`src/rtl/core/wsg_pkg.sv`:
```
// Shared types and constants of the whitespace row-gap segmenter.
// Depends on nothing; every other file of the block imports it.
package wsg_pkg;

    // pixel channel and energy widths
    localparam int CHAN_W   = 8;
    localparam int ENERGY_W = 18;

    // configuration register widths and reset values
    localparam int THRESH_W   = 18;
    localparam int GAP_W      = 12;
    localparam int CFG_IDX_W  = 1;
    localparam int CFG_DATA_W = 18;
    localparam logic [THRESH_W-1:0] THRESH_RESET = 18'd62500;
    localparam logic [GAP_W-1:0]    GAP_RESET    = 12'd50;

    // result row fields are fixed at 12 bits
    localparam int SEG_W = 12;

    // classification queue
    localparam int QUEUE_DEPTH = 4;
    localparam int QPTR_W      = $clog2(QUEUE_DEPTH);
    localparam int QCNT_W      = $clog2(QUEUE_DEPTH + 1);

    // configuration register indexes
    typedef enum logic [CFG_IDX_W-1:0] {
        CFG_WHITE_THRESHOLD = 1'b0,
        CFG_MIN_GAP         = 1'b1
    } cfg_idx_t;

    // classified pixel as stored in the queue
    typedef struct packed {
        logic ink;
        logic row_end;
        logic image_end;
    } pix_class_t;

    // one segment result
    typedef struct packed {
        logic [SEG_W-1:0] seg_top;
        logic [SEG_W-1:0] seg_end;
        logic             closing;
        logic             last;
    } seg_res_t;

endpackage

```
`src/rtl/core/wsg_if.sv`:
```
// Stream interfaces of the segmenter: pixel input and segment output.
// Depends on wsg_pkg for field widths.
interface wsg_pix_if;
    import wsg_pkg::*;
    logic              valid;
    logic              ready;
    logic [CHAN_W-1:0] red;
    logic [CHAN_W-1:0] green;
    logic [CHAN_W-1:0] blue;
    logic              row_end;
    logic              image_end;

    modport source (output valid, red, green, blue, row_end, image_end, input ready);
    modport sink   (input valid, red, green, blue, row_end, image_end, output ready);
endinterface

interface wsg_seg_if;
    import wsg_pkg::*;
    logic             valid;
    logic             ready;
    logic [SEG_W-1:0] seg_top;
    logic [SEG_W-1:0] seg_end;
    logic             closing;
    logic             last;

    modport source (output valid, seg_top, seg_end, closing, last, input ready);
    modport sink   (input valid, seg_top, seg_end, closing, last, output ready);
endinterface

```
`src/rtl/core/wsg_front.sv`:
```
// Front end: accepts pixels and classifies each as ink or white.
// Depends on wsg_pkg and wsg_pix_if; feeds wsg_queue.
module wsg_front (
    wsg_pix_if.sink                          pix,
    input  logic [wsg_pkg::THRESH_W-1:0]     white_threshold,
    input  logic                             queue_full,
    output logic                             push,
    output wsg_pkg::pix_class_t              push_data
);
    import wsg_pkg::*;

    logic [2*CHAN_W-1:0] red_sq;
    logic [2*CHAN_W-1:0] green_sq;
    logic [2*CHAN_W-1:0] blue_sq;
    logic [ENERGY_W-1:0] energy;

    // square and sum the channels
    always_comb
    begin
        red_sq   = pix.red * pix.red;
        green_sq = pix.green * pix.green;
        blue_sq  = pix.blue * pix.blue;
        energy   = ENERGY_W'(red_sq) + ENERGY_W'(green_sq) + ENERGY_W'(blue_sq);
    end

    // take an item whenever the queue has room
    assign pix.ready = !queue_full;
    assign push      = pix.valid && !queue_full;

    always_comb
    begin
        push_data.ink       = (energy <= ENERGY_W'(white_threshold));
        push_data.row_end   = pix.row_end;
        push_data.image_end = pix.image_end;
    end

endmodule

```
`src/rtl/core/wsg_queue.sv`:
```
// Short queue of classified pixels between front and back end.
// Depends on wsg_pkg for the entry type and depth.
module wsg_queue (
    input  logic                clk,
    input  logic                rst_n,
    input  logic                push,
    input  wsg_pkg::pix_class_t push_data,
    input  logic                pop,
    output logic                full,
    output logic                head_valid,
    output wsg_pkg::pix_class_t head_data
);
    import wsg_pkg::*;

    pix_class_t        mem [QUEUE_DEPTH];
    logic [QPTR_W-1:0] wr_ptr_reg;
    logic [QPTR_W-1:0] rd_ptr_reg;
    logic [QCNT_W-1:0] count_reg;
    logic [QCNT_W-1:0] count_next;

    assign full       = (count_reg == QCNT_W'(QUEUE_DEPTH));
    assign head_valid = (count_reg != '0);
    assign head_data  = mem[rd_ptr_reg];

    always_comb
    begin
        count_next = count_reg;
        if (push && !pop)
        begin
            count_next = count_reg + 1'b1;
        end
        else if (pop && !push)
        begin
            count_next = count_reg - 1'b1;
        end
    end

    // advance pointers and count
    always_ff @(posedge clk or negedge rst_n)
    begin
        if (!rst_n)
        begin
            wr_ptr_reg <= '0;
            rd_ptr_reg <= '0;
            count_reg  <= '0;
        end
        else
        begin
            if (push)
            begin
                wr_ptr_reg <= wr_ptr_reg + 1'b1;
            end
            if (pop)
            begin
                rd_ptr_reg <= rd_ptr_reg + 1'b1;
            end
            count_reg <= count_next;
        end
    end

    // store entries
    always_ff @(posedge clk)
    begin
        if (push)
        begin
            mem[wr_ptr_reg] <= push_data;
        end
    end

    a_count_bound: assert property (@(posedge clk) disable iff (!rst_n)
        count_reg <= QCNT_W'(QUEUE_DEPTH))
        else $error("queue count beyond depth");
    a_no_push_full: assert property (@(posedge clk) disable iff (!rst_n)
        full |-> !push)
        else $error("push into full queue");
    a_no_pop_empty: assert property (@(posedge clk) disable iff (!rst_n)
        pop |-> head_valid)
        else $error("pop from empty queue");

endmodule

```
`src/rtl/core/wsg_back.sv`:
```
// Back end: walks classified pixels through the row and segment tracking
// and drives the segment output. Depends on wsg_pkg and wsg_seg_if.
module wsg_back #(
    parameter int ROW_BITS = 12
) (
    input  logic                          clk,
    input  logic                          rst_n,
    input  logic [wsg_pkg::GAP_W-1:0]     min_gap,
    input  logic                          head_valid,
    input  wsg_pkg::pix_class_t           head_data,
    output logic                          pop,
    wsg_seg_if.source                     seg
);
    import wsg_pkg::*;

    localparam int CMP_W = (ROW_BITS > GAP_W) ? ROW_BITS : GAP_W;

    // tracking state
    logic [ROW_BITS-1:0] row_index_reg;
    logic [ROW_BITS-1:0] row_index_next;
    logic [ROW_BITS-1:0] segment_top_reg;
    logic [ROW_BITS-1:0] segment_top_next;
    logic [ROW_BITS-1:0] white_run_start_reg;
    logic [ROW_BITS-1:0] white_run_start_next;
    logic                in_white_reg;
    logic                in_white_next;
    logic                row_has_ink_reg;
    logic                row_has_ink_next;

    // output register and second-result hold
    logic     out_valid_reg;
    seg_res_t out_res_reg;
    logic     pend_valid_reg;
    seg_res_t pend_res_reg;

    logic                out_free;
    logic                ink_first;
    logic                split;
    logic [ROW_BITS-1:0] gap;
    logic [ROW_BITS-1:0] seg_top_mid;
    logic                in_white_mid;
    logic                row_has_ink_mid;
    logic                in_white_end;
    logic [ROW_BITS-1:0] white_start_end;
    seg_res_t            split_res;
    seg_res_t            close_res;

    assign out_free = !out_valid_reg || seg.ready;
    assign pop      = head_valid && !pend_valid_reg && out_free;

    // step the tracking state for the head item
    always_comb
    begin
        gap       = row_index_reg - white_run_start_reg;
        ink_first = head_data.ink && !row_has_ink_reg;
        split     = ink_first && in_white_reg && (CMP_W'(gap) >= CMP_W'(min_gap));

        row_has_ink_mid = row_has_ink_reg || head_data.ink;
        in_white_mid    = in_white_reg && !ink_first;
        seg_top_mid     = split ? row_index_reg : segment_top_reg;

        in_white_end    = in_white_mid;
        white_start_end = white_run_start_reg;
        if ((head_data.row_end || head_data.image_end) && !row_has_ink_mid && !in_white_mid)
        begin
            in_white_end    = 1'b1;
            white_start_end = row_index_reg;
        end

        split_res.seg_top = SEG_W'(segment_top_reg);
        split_res.seg_end = SEG_W'(white_run_start_reg);
        split_res.closing = 1'b0;
        split_res.last    = !head_data.image_end;

        close_res.seg_top = SEG_W'(seg_top_mid);
        close_res.seg_end = in_white_end ? SEG_W'(white_start_end) : SEG_W'(row_index_reg);
        close_res.closing = 1'b1;
        close_res.last    = 1'b1;

        row_index_next       = row_index_reg;
        segment_top_next     = seg_top_mid;
        white_run_start_next = white_start_end;
        in_white_next        = in_white_end;
        row_has_ink_next     = row_has_ink_mid;
        if (head_data.image_end)
        begin
            row_index_next       = '0;
            segment_top_next     = '0;
            white_run_start_next = '0;
            in_white_next        = 1'b1;
            row_has_ink_next     = 1'b0;
        end
        else if (head_data.row_end)
        begin
            row_index_next   = row_index_reg + 1'b1;
            row_has_ink_next = 1'b0;
        end
    end

    // hold tracking state, advance on pop
    always_ff @(posedge clk or negedge rst_n)
    begin
        if (!rst_n)
        begin
            row_index_reg       <= '0;
            segment_top_reg     <= '0;
            white_run_start_reg <= '0;
            in_white_reg        <= 1'b1;
            row_has_ink_reg     <= 1'b0;
        end
        else if (pop)
        begin
            row_index_reg       <= row_index_next;
            segment_top_reg     <= segment_top_next;
            white_run_start_reg <= white_run_start_next;
            in_white_reg        <= in_white_next;
            row_has_ink_reg     <= row_has_ink_next;
        end
    end

    // load results into the output register, second one into the hold
    always_ff @(posedge clk or negedge rst_n)
    begin
        if (!rst_n)
        begin
            out_valid_reg  <= 1'b0;
            pend_valid_reg <= 1'b0;
        end
        else if (out_free)
        begin
            if (pend_valid_reg)
            begin
                out_valid_reg  <= 1'b1;
                pend_valid_reg <= 1'b0;
            end
            else if (pop && (split || head_data.image_end))
            begin
                out_valid_reg  <= 1'b1;
                pend_valid_reg <= split && head_data.image_end;
            end
            else
            begin
                out_valid_reg <= 1'b0;
            end
        end
    end

    always_ff @(posedge clk)
    begin
        if (out_free)
        begin
            if (pend_valid_reg)
            begin
                out_res_reg <= pend_res_reg;
            end
            else if (pop)
            begin
                out_res_reg  <= split ? split_res : close_res;
                pend_res_reg <= close_res;
            end
        end
    end

    assign seg.valid   = out_valid_reg;
    assign seg.seg_top = out_res_reg.seg_top;
    assign seg.seg_end = out_res_reg.seg_end;
    assign seg.closing = out_res_reg.closing;
    assign seg.last    = out_res_reg.last;

    a_pend_behind_out: assert property (@(posedge clk) disable iff (!rst_n)
        pend_valid_reg |-> out_valid_reg)
        else $error("held result without a result in the output register");
    a_two_results: assert property (@(posedge clk) disable iff (!rst_n)
        (pop && split && head_data.image_end) |=> (pend_valid_reg && out_valid_reg))
        else $error("second result of a pixel not held");
    a_pend_is_closing: assert property (@(posedge clk) disable iff (!rst_n)
        pend_valid_reg |-> (pend_res_reg.closing && pend_res_reg.last
                            && !out_res_reg.last && !out_res_reg.closing))
        else $error("held result is not the closing result after a split");

endmodule

```
`src/rtl/core/whitespace_row_gap_segmenter.sv`:
```
// Whitespace row-gap segmenter top level: configuration registers and the
// front end, queue and back end. Depends on wsg_pkg, wsg_if and the wsg_ modules.
//
// Usage: pixels arrive on pix in raster order, one item per pixel, with
// row_end on the last pixel of each row and image_end on the last pixel of
// the image. Segments leave on seg as [seg_top, seg_end) row pairs; closing
// marks the final segment of an image, last the final result of a pixel.
// An item is taken at a rising edge with valid and ready both high.
// Throughput: one pixel per clock while the output register is free and no
// second result is held; a pixel that both splits and ends the image makes
// two results and holds the back end while the second waits behind the
// single-result output register. A result passes through the queue (written
// at the accepting edge) and then the back-end output register.
// The front end keeps taking pixels while the receiver stalls until the
// four-entry classification queue fills; then pix.ready drops.
// Reset: white_threshold returns to 62500, min_gap to 50, the queue empties
// and the row tracking returns to row 0 inside a white run. Configuration:
// cfg_we writes cfg_data into register cfg_index (0 white_threshold, 1 min_gap);
// the user must write only while the block is idle; it is not enforced.
module whitespace_row_gap_segmenter #(
    parameter int ROW_BITS = 12
) (
    input  logic                               clk,
    input  logic                               rst_n,
    wsg_pix_if.sink                            pix,
    wsg_seg_if.source                          seg,
    input  logic                               cfg_we,
    input  logic [wsg_pkg::CFG_IDX_W-1:0]      cfg_index,
    input  logic [wsg_pkg::CFG_DATA_W-1:0]     cfg_data
);
    import wsg_pkg::*;

    logic [THRESH_W-1:0] white_threshold_reg;
    logic [GAP_W-1:0]    min_gap_reg;

    logic       queue_full;
    logic       push;
    pix_class_t push_data;
    logic       pop;
    logic       head_valid;
    pix_class_t head_data;

    // write configuration registers
    always_ff @(posedge clk or negedge rst_n)
    begin
        if (!rst_n)
        begin
            white_threshold_reg <= THRESH_RESET;
            min_gap_reg         <= GAP_RESET;
        end
        else if (cfg_we)
        begin
            unique case (cfg_index)
                CFG_WHITE_THRESHOLD: white_threshold_reg <= THRESH_W'(cfg_data);
                CFG_MIN_GAP:         min_gap_reg         <= GAP_W'(cfg_data);
                default:             ;
            endcase
        end
    end

    wsg_front u_front (
        .pix             (pix),
        .white_threshold (white_threshold_reg),
        .queue_full      (queue_full),
        .push            (push),
        .push_data       (push_data)
    );

    wsg_queue u_queue (
        .clk        (clk),
        .rst_n      (rst_n),
        .push       (push),
        .push_data  (push_data),
        .pop        (pop),
        .full       (queue_full),
        .head_valid (head_valid),
        .head_data  (head_data)
    );

    wsg_back #(
        .ROW_BITS (ROW_BITS)
    ) u_back (
        .clk        (clk),
        .rst_n      (rst_n),
        .min_gap    (min_gap_reg),
        .head_valid (head_valid),
        .head_data  (head_data),
        .pop        (pop),
        .seg        (seg)
    );

endmodule

```
`src/flat_wrapper.sv`:
```
// flat-port wrapper written by rule: the top's interface ports become plain ports
module whitespace_row_gap_segmenter_flat import wsg_pkg::*;
#(
    parameter int ROW_BITS = 12
)
  (clk, rst_n, cfg_we, cfg_index, cfg_data, pix_valid, pix_red, pix_green, pix_blue, pix_row_end, pix_image_end, pix_ready, seg_valid, seg_seg_top, seg_seg_end, seg_closing, seg_last, seg_ready);
  wsg_pix_if pix_i ();
  wsg_seg_if seg_i ();
  input  logic clk;
  input  logic rst_n;
  input  logic cfg_we;
  input  logic [wsg_pkg::CFG_IDX_W-1:0] cfg_index;
  input  logic [wsg_pkg::CFG_DATA_W-1:0] cfg_data;
  input wire logic [$bits(pix_i.valid)-1:0] pix_valid;
  input wire logic [$bits(pix_i.red)-1:0] pix_red;
  input wire logic [$bits(pix_i.green)-1:0] pix_green;
  input wire logic [$bits(pix_i.blue)-1:0] pix_blue;
  input wire logic [$bits(pix_i.row_end)-1:0] pix_row_end;
  input wire logic [$bits(pix_i.image_end)-1:0] pix_image_end;
  output wire logic [$bits(pix_i.ready)-1:0] pix_ready;
  output wire logic [$bits(seg_i.valid)-1:0] seg_valid;
  output wire logic [$bits(seg_i.seg_top)-1:0] seg_seg_top;
  output wire logic [$bits(seg_i.seg_end)-1:0] seg_seg_end;
  output wire logic [$bits(seg_i.closing)-1:0] seg_closing;
  output wire logic [$bits(seg_i.last)-1:0] seg_last;
  input wire logic [$bits(seg_i.ready)-1:0] seg_ready;
  assign pix_i.valid = pix_valid;
  assign pix_i.red = pix_red;
  assign pix_i.green = pix_green;
  assign pix_i.blue = pix_blue;
  assign pix_i.row_end = pix_row_end;
  assign pix_i.image_end = pix_image_end;
  assign pix_ready = pix_i.ready;
  assign seg_valid = seg_i.valid;
  assign seg_seg_top = seg_i.seg_top;
  assign seg_seg_end = seg_i.seg_end;
  assign seg_closing = seg_i.closing;
  assign seg_last = seg_i.last;
  assign seg_i.ready = seg_ready;
  whitespace_row_gap_segmenter #(.ROW_BITS(ROW_BITS)) u_core (.clk(clk), .rst_n(rst_n), .pix(pix_i), .seg(seg_i), .cfg_we(cfg_we), .cfg_index(cfg_index), .cfg_data(cfg_data));
endmodule
```
`config.mk`:
```
export PLATFORM = sky130hd
export DESIGN_NAME = whitespace_row_gap_segmenter_flat
export DESIGN_NICKNAME = d
export VERILOG_FILES = /design/src/rtl/core/wsg_pkg.sv /design/src/rtl/core/wsg_if.sv /design/src/rtl/core/wsg_front.sv /design/src/rtl/core/wsg_queue.sv /design/src/rtl/core/wsg_back.sv /design/src/rtl/core/whitespace_row_gap_segmenter.sv /design/src/flat_wrapper.sv
export SDC_FILE = /design/constraint.sdc
export NUM_CORES = 1
export LEC_CHECK = 0
export BUFFER_PORTS_ARGS = -buffer_cell sky130_fd_sc_hd__clkbuf_2
export CAP_MARGIN = 20
export CORE_MARGIN = 4
export CORE_UTILIZATION = 40
export DETAILED_ROUTE_END_ITERATION = 16
export MAX_ROUTING_LAYER = met4
export PLACE_DENSITY = 0.53
export SKIP_CTS_REPAIR_TIMING = 1
export SYNTH_ARGS = -nofsm -noshare
export SYNTH_HDL_FRONTEND = slang
export SYNTH_SLANG_ARGS = --single-unit
```
`constraint.sdc`:
```
create_clock -name clk -period 10.5 [get_ports clk]
set_input_delay 2.1 -clock clk [delete_from_list [all_inputs] [get_ports clk]]
set_output_delay 2.1 -clock clk [all_outputs]
set_load 0.05 [all_outputs]
```
== After elaboration in Yosys (flattened, before gate mapping) ==
Memories as Yosys holds them, arrays and structs flattened.
Cells that the tools add are included.

* Memories kept: 1
* Memory bits (writable): 12
* Output and inout port bits: 28
* Word-level logic and storage cells: 93
* Register bits: 127

{| class="wikitable"
|+ Memory list
! memory !! words !! width !! read ports !! clocked after memory_dff !! wr ports !! line !! source
|-
| u_core.u_queue.mem || 4 || 3 || 1 || 0 || 1 || wsg_queue.sv:15 || <nowiki>pix_class_t mem [QUEUE_DEPTH];</nowiki>
|}

* Reduce and logical (&&, ||, !) cells: 36
* Order comparisons: 2
* Multiply operators: 3
* Multiplexer cells: 22
* Bitwise gates (word level): 2
* $add $sub $neg: 8
* Equality and inequality tests: 1

{| class="wikitable"
|+ Operator list
! cell !! number
|-
| 12-bit two-way mux || 7
|-
| 26-bit two-way mux || 3
|-
| 8-bit by 8-bit multiplier with 16-bit output || 3
|-
| 17-bit by 16-bit adder with 18-bit output || 1
|-
| 18-bit <= comparator || 1
|-
| 16-bit by 16-bit adder with 17-bit output || 1
|-
| 1-bit logical AND || 13
|-
| 12-bit by 1-bit adder with 12-bit output, second input constant || 1
|-
| 12-bit greater-or-equal comparator || 1
|-
| 12-bit subtractor || 1
|-
| 1-bit zero test || 10
|-
| 1-bit two-way mux || 10
|-
| 2-bit AND reduction || 4
|-
| 3-bit two-way mux || 2
|-
| 2-bit nonzero test || 3
|-
| 2-bit by 1-bit adder with 2-bit output, second input constant || 2
|-
| 1-bit logical OR || 4
|-
| 3-bit by 1-bit adder with 3-bit output, second input constant || 1
|-
| 3-bit equality test, second input constant || 1
|-
| 3-bit AND reduction || 1
|-
| 3-bit nonzero test || 1
|-
| 3-bit by 1-bit subtractor with 3-bit output, second input constant || 1
|-
| 1-bit inverter || 2
|}

== Logic depth before layout (Yosys ltp) ==
Gate-level depths: netlist of run 1.

* Depth in word-level cells: 11
* Gate-level depth with buffers: 31
* Gate-level depth less buffers: 30

== By module ==
Synthesis of run 1 repeated with hierarchy kept, for this count alone.

* Cell total of the unflattened synthesis: 1202
* Area total of the unflattened synthesis: 12728.5 um^2

{| class="wikitable"
|+ By module, submodules not included
! module !! times used !! area an instance (um^2) !! cells an instance
|-
| wsg_front || 1 || 5992.0 || 663
|-
| wsg_back || 1 || 4720.8 || 424
|-
| whitespace_row_gap_segmenter || 1 || 1184.9 || 65
|-
| wsg_queue || 1 || 830.8 || 50
|}

== Worst setup path before layout of run 1 ==
No wires, ideal clock.

* Path type: input port to flip-flop
* Start point: input pix_green[2]
* End point: memory u_core.u_queue.mem[0][2] (netlist name) (data pin)
* Stages on the path: 26
* Required time: 10354 ps
* Arrival time: 8493 ps
* Slack: 1861 ps
* Cell sequence: clkbuf_1 > nand2_1 > inv_1 > fa_1 > fa_1 > fa_1 > fa_1 > fa_1 > fa_1 > inv_1 > fa_1 > inv_1 > ha_1 > or2_2 > a21oi_1 > a211oi_1 > a31oi_1 > a21oi_1 > xor2_1 > ha_1 > a21o_1 > a21o_1 > a21oi_1 > o21ai_0 > a21oi_1 > a41o_1

{| class="wikitable"
|+ RTL lines
! item !! line !! source
|-
| from (decl) || flat_wrapper.sv:16 || <nowiki>input wire logic [$bits(pix_i.green)-1:0] pix_green;</nowiki>
|-
| to (decl) || wsg_queue.sv:15 ||
|}

==> results.md, run 1 <==
| Quantity | Reported |
|:---|:---|
| Number of nets produced by synthesis | 1532 |
| Syn_area_per_cell | 10.5 sq um |
| Crit. Startpoint | pix_blue[4] |
| Peak clock frequency supported by timing | 113 MHz |
| Clock skew after layout | 14.2 ps |
| Area of the core | 31500 sq um |
| Final ANT Viol Nets | 0 |
| Maximum fanout count along the critical path | 10 |
| Clock transition time at the flip-flop clock pins of the worst setup and hold paths | 60 ps |
| TritonCTS clock tree | yes |
| Total CTS buffers | 17 |
| Sequential fraction of the synthesis area | 29.8% |
| Detailed placer's ending HPWL | 21200 um |
| Count of final setup violators | 0 |
| Overall track demand over capacity in global routing | 16.1% |
| Routed vias/inst | 4.94 |
| Setup TNS | 0 ps |
| Worst slew slack as a fraction of its limit | 25.6% |
| Sink Count | 139 |
| Die Span X | 187 um |
| Distinct cell type count after synthesis | 59 |
| Critical register-to-register path endpoint | u_core.u_back.seg.seg_end[2] |
| Via count of the first global-routing pass | 8713 |
| Number of synthesized register bits | 139 |
| Number of flip-flops under the largest register name | 24 |
| Die area | 34800 sq um |
| Async set or reset register ratio after synthesis | 55.4% |
| Setup repair after global routing missed its margin | no |
| Number of search-and-repair iterations in the first detailed-routing pass | 4 |
| Via count of the routed design | 8420 |
| Total count of max-transition violations in the final report | 0 |
| Outcome | completed |
| Cell type of the slowest stage on the worst timing path | fa_1 |
| Port Buffers | 77 |
| Type of origin of the critical path | input port |
| Average wire per standard cell | 15.6 um |
| Total length of routed wires | 26500 um |
| DRC marker count from the first detailed-route iteration | 403 |
| Share of the cycle needed by the critical path after routing | 84.4% |
| Final hold viol count | 0 |
| Crit path largest cell delay | 550 ps |
| Final worst path period need | 8860 ps |
| Max-cap violation count | 0 |
| Clock root buffer | clkbuf_16 |
| Gate Count Post-Synth | 1220 |
| Antenna diode count | 0 |
| Last element of the critical path | u_core.u_queue.mem[1][2] |
| Growth of design area from synthesis to finish | 11.0% |
| H-tree depth reported by CTS | 4 |
| Worst-skew pair later-pin latency | 430 ps |
| Largest net degree at the start of global routing | 68 |
| Crit end category | flop |
| Origin of the critical flop-to-flop path | u_core.u_back.row_index_reg[0] |
| Critical Path Most Common Cell | fa_1 |
| Synthesized cell area | 12800 sq um |
| Site row count | 65 |
| Initial antenna violation count | 0 |
| Residual DRC count | 0 |
| Layout cell share with drive strength beyond 1 | 14.9% |
| RePlAce Congestion | 0.814 |
| Wire length of the first global-routing pass | 44400 um |
| Class of the tightest hold or removal check | reg2reg |
| Clock Path Buffers | 2 |
| Total grt overflow | 0 |
| Number of cells on the worst reg-to-reg path | 16 |
| CP arrival | 9100 ps |
| Minimum setup slack among reg-to-reg paths | 5420 ps |
| Worst hold path depth | 2 |
| Number of flops mapped to enable cells by yosys | 62 |
| Number of warnings reported in the yosys synthesis log | 0 |
| Startpoint-to-endpoint class of the critical path | in2reg |
| Top Ports | 78 |
| Top_reg_cell synth | dfrtp_1 |
| Starting density of the core | 40.5% |
| Die Y | 187 um |
| Least-Margin Pin Slew | 1110 ps |
| Net total in the final layout | 1602 |
| Endpoint required time on the critical path | 10740 ps |
## worst max-delay path: cells and delay by family
kind / cells / cell delay (ps)
buf+inv: 7 / 520
xor+xnor: 1 / 160
compound gates: 10 / 1640
fa+ha+maj: 9 / 4110
simple gates: 2 / 530
## metal layers
layer / track usage (%) / vias to the layer above / wire, um
li1: - / 4115 / -
met1: 18.8 / 4202 / 11100
met2: 29.8 / 92 / 14700
met3: 1.87 / 11 / 447
met4: 3.58 / 0 / 191
met5: - / - / 0
## layout by cell type, fill, tap and decap left out, types with 12 or more instances in the layout
| cell | instances |
|---|---|
| a21o_1 | 17 |
| a21oi_1 | 24 |
| a221o_1 | 12 |
| and2_1 | 72 |
| clkbuf_16 | 17 |
| clkbuf_2 | 76 |
| dfrtp_1 | 66 |
| edfxtp_1 | 62 |
| fa_1 | 133 |
| ha_1 | 129 |
| inv_1 | 249 |
| mux2_2 | 49 |
| mux2i_1 | 14 |
| nand2_1 | 90 |
| nand4_1 | 23 |
| nor2_1 | 43 |
| o211ai_1 | 14 |
| o21ai_0 | 35 |
| xnor2_1 | 26 |
| xor2_1 | 17 |
## synth_stat cells (7+ instances only)
library cell	count	area share, %
xor2_1	17	1.2
xnor2_1	26	1.8
nand3_1	7	0.27
ha_1	129	13
nor2_1	44	1.3
a221o_1	12	0.94
a21o_1	17	1.0
mux2_2	49	4.3
nand2_1	90	2.6
o21a_1	10	0.59
fa_1	133	21
nor3_1	9	0.35
o21ai_0	36	1.4
and2_1	72	3.5
mux2i_1	14	1.1
nand4_1	23	1.1
a21oi_1	25	0.98
inv_1	249	7.3
clkbuf_1	26	0.76
edfxtp_1	62	15
dfstp_2	11	2.3
o211ai_1	14	0.82
nor2b_1	12	0.59
dfrtp_1	66	13
and3_1	9	0.44
## logic make-up (layout without fill, tap and decap cells)
group,count (synthesis),after routing,synth area share (%)
AND/OR/NAND/NOR,286,286,11.8
buffers and inverters,286,369,8.74
adder cells (fa/ha/maj),262,262,33.5
flip-flops,139,139,29.8
AO/OA/AOI/OAI,138,138,7.29
multiplexers,66,66,5.95
XOR/XNOR,43,43,2.95
## per-stage QoR
stage                     setup WS, ps  utilization (%)  area, sq um  std cells  hold slack [ps]
after CTS                         1630             45.0        14200       1705              510
after floorplan                   1860                -        12800       1220              464
final                             1640             45.0        14200       1705              508
after detailed placement          1200             43.1        13600       1673              499
after global routing              1290             45.0        14200       1705              519
after global placement            1310             43.1        13600       1672              493
## cell type report
cell class | instances | area [sq um]
fill | 3019 | 17300
multi-input combinational | 795 | 7850
sequential | 139 | 3800
inverter | 250 | 941
tap | 402 | 503
timing repair buffer | 87 | 483
clock buffer | 20 | 447
clock inverter | 12 | 136
## worst min-delay path by stage
stage	end	startpoint	slack, ps
final	u_core.white_threshold_reg[2]	u_core.white_threshold_reg[2]	510
after global routing	u_core.u_queue.count_reg[2]	u_core.u_queue.count_reg[2]	520
after CTS	u_core.u_queue.count_reg[2]	u_core.u_queue.count_reg[2]	510
after detailed placement	u_core.min_gap_reg[8]	u_core.min_gap_reg[8]	500
after global placement	u_core.min_gap_reg[6]	u_core.min_gap_reg[6]	490
after floorplan	u_core.u_queue.count_reg[2]	u_core.u_queue.count_reg[2]	460
Power of run 1 is not shown: default switching activity piles up to over one toggle a cycle in this logic, so the estimate is an artifact.
==> run 2: changes to the inputs <==
--- a/config.mk
+++ b/config.mk
@@ -11,7 +11,7 @@
 export CORE_UTILIZATION = 40
 export DETAILED_ROUTE_END_ITERATION = 16
 export MAX_ROUTING_LAYER = met4
-export PLACE_DENSITY = 0.53
+export PLACE_DENSITY = 0.55
 export SKIP_CTS_REPAIR_TIMING = 1
 export SYNTH_ARGS = -nofsm -noshare
 export SYNTH_HDL_FRONTEND = slang
==> constraint.sdc (replaced) <==
create_clock -name clk -period 7.1 [get_ports clk]
set_input_delay 1.42 -clock clk [delete_from_list [all_inputs] [get_ports clk]]
set_output_delay 1.42 -clock clk [all_outputs]
set_load 0.05 [all_outputs]
==> run 2 against run 1 <==
  * The run now ends with negative setup slack left
  * Critical path depth down 3
  * Non-clock buffer count grew 102
  * Count of clock-buffer cells in the layout shrank 3
  * Via count is 5.4% higher
  * Cell count increased by 6.0%
  * Final area rose by 7.7%
  * Routed wire length is 3.4% higher
  * Register-to-register slack got worse by 3500 ps
  * Flip-flop and latch count did not move
  * Highest routed layer unchanged
==> results.md, run 2 (synthesis gave the netlist of run 1 again) <==
| Quantity | Reported | vs previous |
|:---|:---|:---|
| Outcome | finished with violations |  |
| Failing checks | negative setup slack |  |
| Average wire per standard cell | 15.2 um | -2.4% |
| Wire length of the first global-routing pass | 46600 um | +4.9% |
| Setup repair after global routing missed its margin | yes |  |
| Final Util | 48.5% | +3.5 points |
| Final worst path period need | 7490 ps |  |
| Number of flip-flops under the largest register name | 24 | unchanged |
| Area of the core | 31500 sq um | unchanged |
| Peak-usage layer in the global routing report | met1 |  |
| H-tree depth reported by CTS | 4 | unchanged |
| Net total in the final layout | 1704 | +6.4% |
| Total length of routed wires | 27400 um | +3.4% |
| Class of the tightest hold or removal check | reg2reg |  |
| Cell type of the slowest stage on the worst timing path | fa_2 |  |
| Max-cap violation count | 0 | unchanged |
| Crit path largest cell delay | 570 ps | +20 ps |
| Detailed placer's ending HPWL | 21600 um | +1.8% |
| Starting density of the core | 40.5% | unchanged |
| Site row count | 65 | unchanged |
| Met1 GRT Util | 25.3% | +6.5 points |
| Initial antenna violation count | 0 | unchanged |
| DRC marker count from the first detailed-route iteration | 395 | -2.0% |
| Final hold viol count | 0 | unchanged |
| Met3 Resource Use GR | 2.02% | +0.15 points |
| Critical Path Most Common Cell | fa_1 |  |
| Top Ports | 78 | unchanged |
| Count of final setup violators | 4 | +4 |
| Sink Count | 139 | unchanged |
| Clock skew after layout | 14.1 ps | -0.0580 ps |
| Critical path's top delay family | adder cells |  |
| Peak clock frequency supported by timing | 133 MHz |  |
| Largest net degree at the start of global routing | 78 | +15% |
| Die Y | 187 um | unchanged |
| Worst setup slack after layout | -392 ps | -2030 ps |
| Pre-CTS setup slack | -994 ps | -2200 ps |
| Residual DRC count | 0 | unchanged |
| Maximum fanout count along the critical path | 4 | -6 |
| Final ANT Viol Nets | 0 | unchanged |
| Most common cell after layout, fill and taps aside | inv_1 |  |
| Via count of the routed design | 8875 | +5.4% |
| Growth of design area from synthesis to finish | 19.6% |  |
| Worst Path Buf+Inv | 5 | -2 |
| RePlAce Congestion | 0.847 | +4.2% |
| TritonCTS clock tree | yes |  |
| Clock root buffer | clkbuf_16 |  |
| Via count of the first global-routing pass | 9129 | +4.8% |
| Type of origin of the critical path | input port |  |
| Worst-skew pair later-pin latency | 430 ps | about the same |
| Total CTS buffers | 17 | unchanged |
| Most used cells in the layout excluding fill and tap cells | 238 x inv_1, 126 x fa_1, 121 x ha_1 |  |
| Crit end category | flop |  |
| Total count of max-transition violations in the final report | 0 | unchanged |
| Die area | 34800 sq um | unchanged |
| Clock Path Buffers | 2 | unchanged |
| CP arrival | 7760 ps | -1340 ps |
| Startpoint-to-endpoint class of the critical path | in2reg |  |
| Clock transition time at the flip-flop clock pins of the worst setup and hold paths | 70 ps | about the same |
| Layout cell share with drive strength beyond 1 | 25.1% | +10 points |
| Die Span X | 187 um | unchanged |
| Worst slew slack as a fraction of its limit | 28.0% | +2.5 points |
| Worst hold path depth | 1 | -1 |
| Endpoint required time on the critical path | 7370 ps | -3370 ps |
| Total grt overflow | 0 | unchanged |
| Number of cells on the worst reg-to-reg path | 13 | -3 |
| Least-Margin Pin Slew | 1080 ps | -34.3 ps |
| Antenna diode count | 0 | unchanged |
| Share of the cycle needed by the critical path after routing | 106% |  |
| Overall track demand over capacity in global routing | 16.7% | +0.61 points |
| Port Buffers | 77 | unchanged |
| Met2 global-route usage | 25.0% | -4.8 points |
| Number of search-and-repair iterations in the first detailed-routing pass | 6 | +2 |
| Number of cells on the critical path | 26 | -10% |
| Routed vias/inst | 4.91 | -0.55% |
-- run 2: path summary, 6_finish.rpt --
kind,from,endpoint,slack [ps]
setup / recovery,pix_blue[0],u_core.u_queue.mem[1][2],-390
hold / removal,u_core.u_queue.count_reg[2],u_core.u_queue.count_reg[2],500
setup reg to reg,u_core.u_back.row_index_reg[1],u_core.u_back.seg.seg_end[0],1950
hold reg to reg,u_core.u_queue.count_reg[2],u_core.u_queue.count_reg[2],500
max in group asynchronous,rst_n,u_core.u_back.in_white_reg,5660
min in group asynchronous,rst_n,u_core.u_back.white_run_start_reg[6],820
-- run 2: final cells by class --
type                    count  area (sq um)
well taps                 402           503
flip-flops and latches    139          3800
clock buffers              17           425
repair buffers            189          1360
multi-input cells         795          8080
clock inverters            15           146
fillers                  2941         16200
inverters                 250           941
-- run 2: routing by layer --
layer | up-vias | share of wire, %
li1 | 4313 | -
met1 | 4410 | 52
met2 | 135 | 44
met3 | 17 | 2.9
met4 | 0 | 0.58
met5 | - | 0
-- run 2: worst register-to-register path: stages, from the launching register on --
cell and delay, ps:
dfrtp_1 630, ha_1 310, nor2b_1 140, o31a_1 280, o41a_1 350, a211oi_1 450
o2bb2ai_1 190, xnor2_1 130, ha_1 200, or3_1 390, o22a_1 250, and2_1 380
a211oi_2 990, a221o_1 320
-- run 2: metrics by stage --
step | hold slack [ps] | instances | setup TNS [ps] | instance area, sq um
after floorplan | 464 | 1220 | -1480 | 12900
after global placement | 488 | 1768 | -3390 | 14400
after detailed placement | 486 | 1768 | -3970 | 14400
after CTS | 500 | 1800 | -2270 | 15000
after global routing | 529 | 1807 | -2530 | 15300
final | 503 | 1807 | -1570 | 15300
Power of run 2 is left out for the same reason.
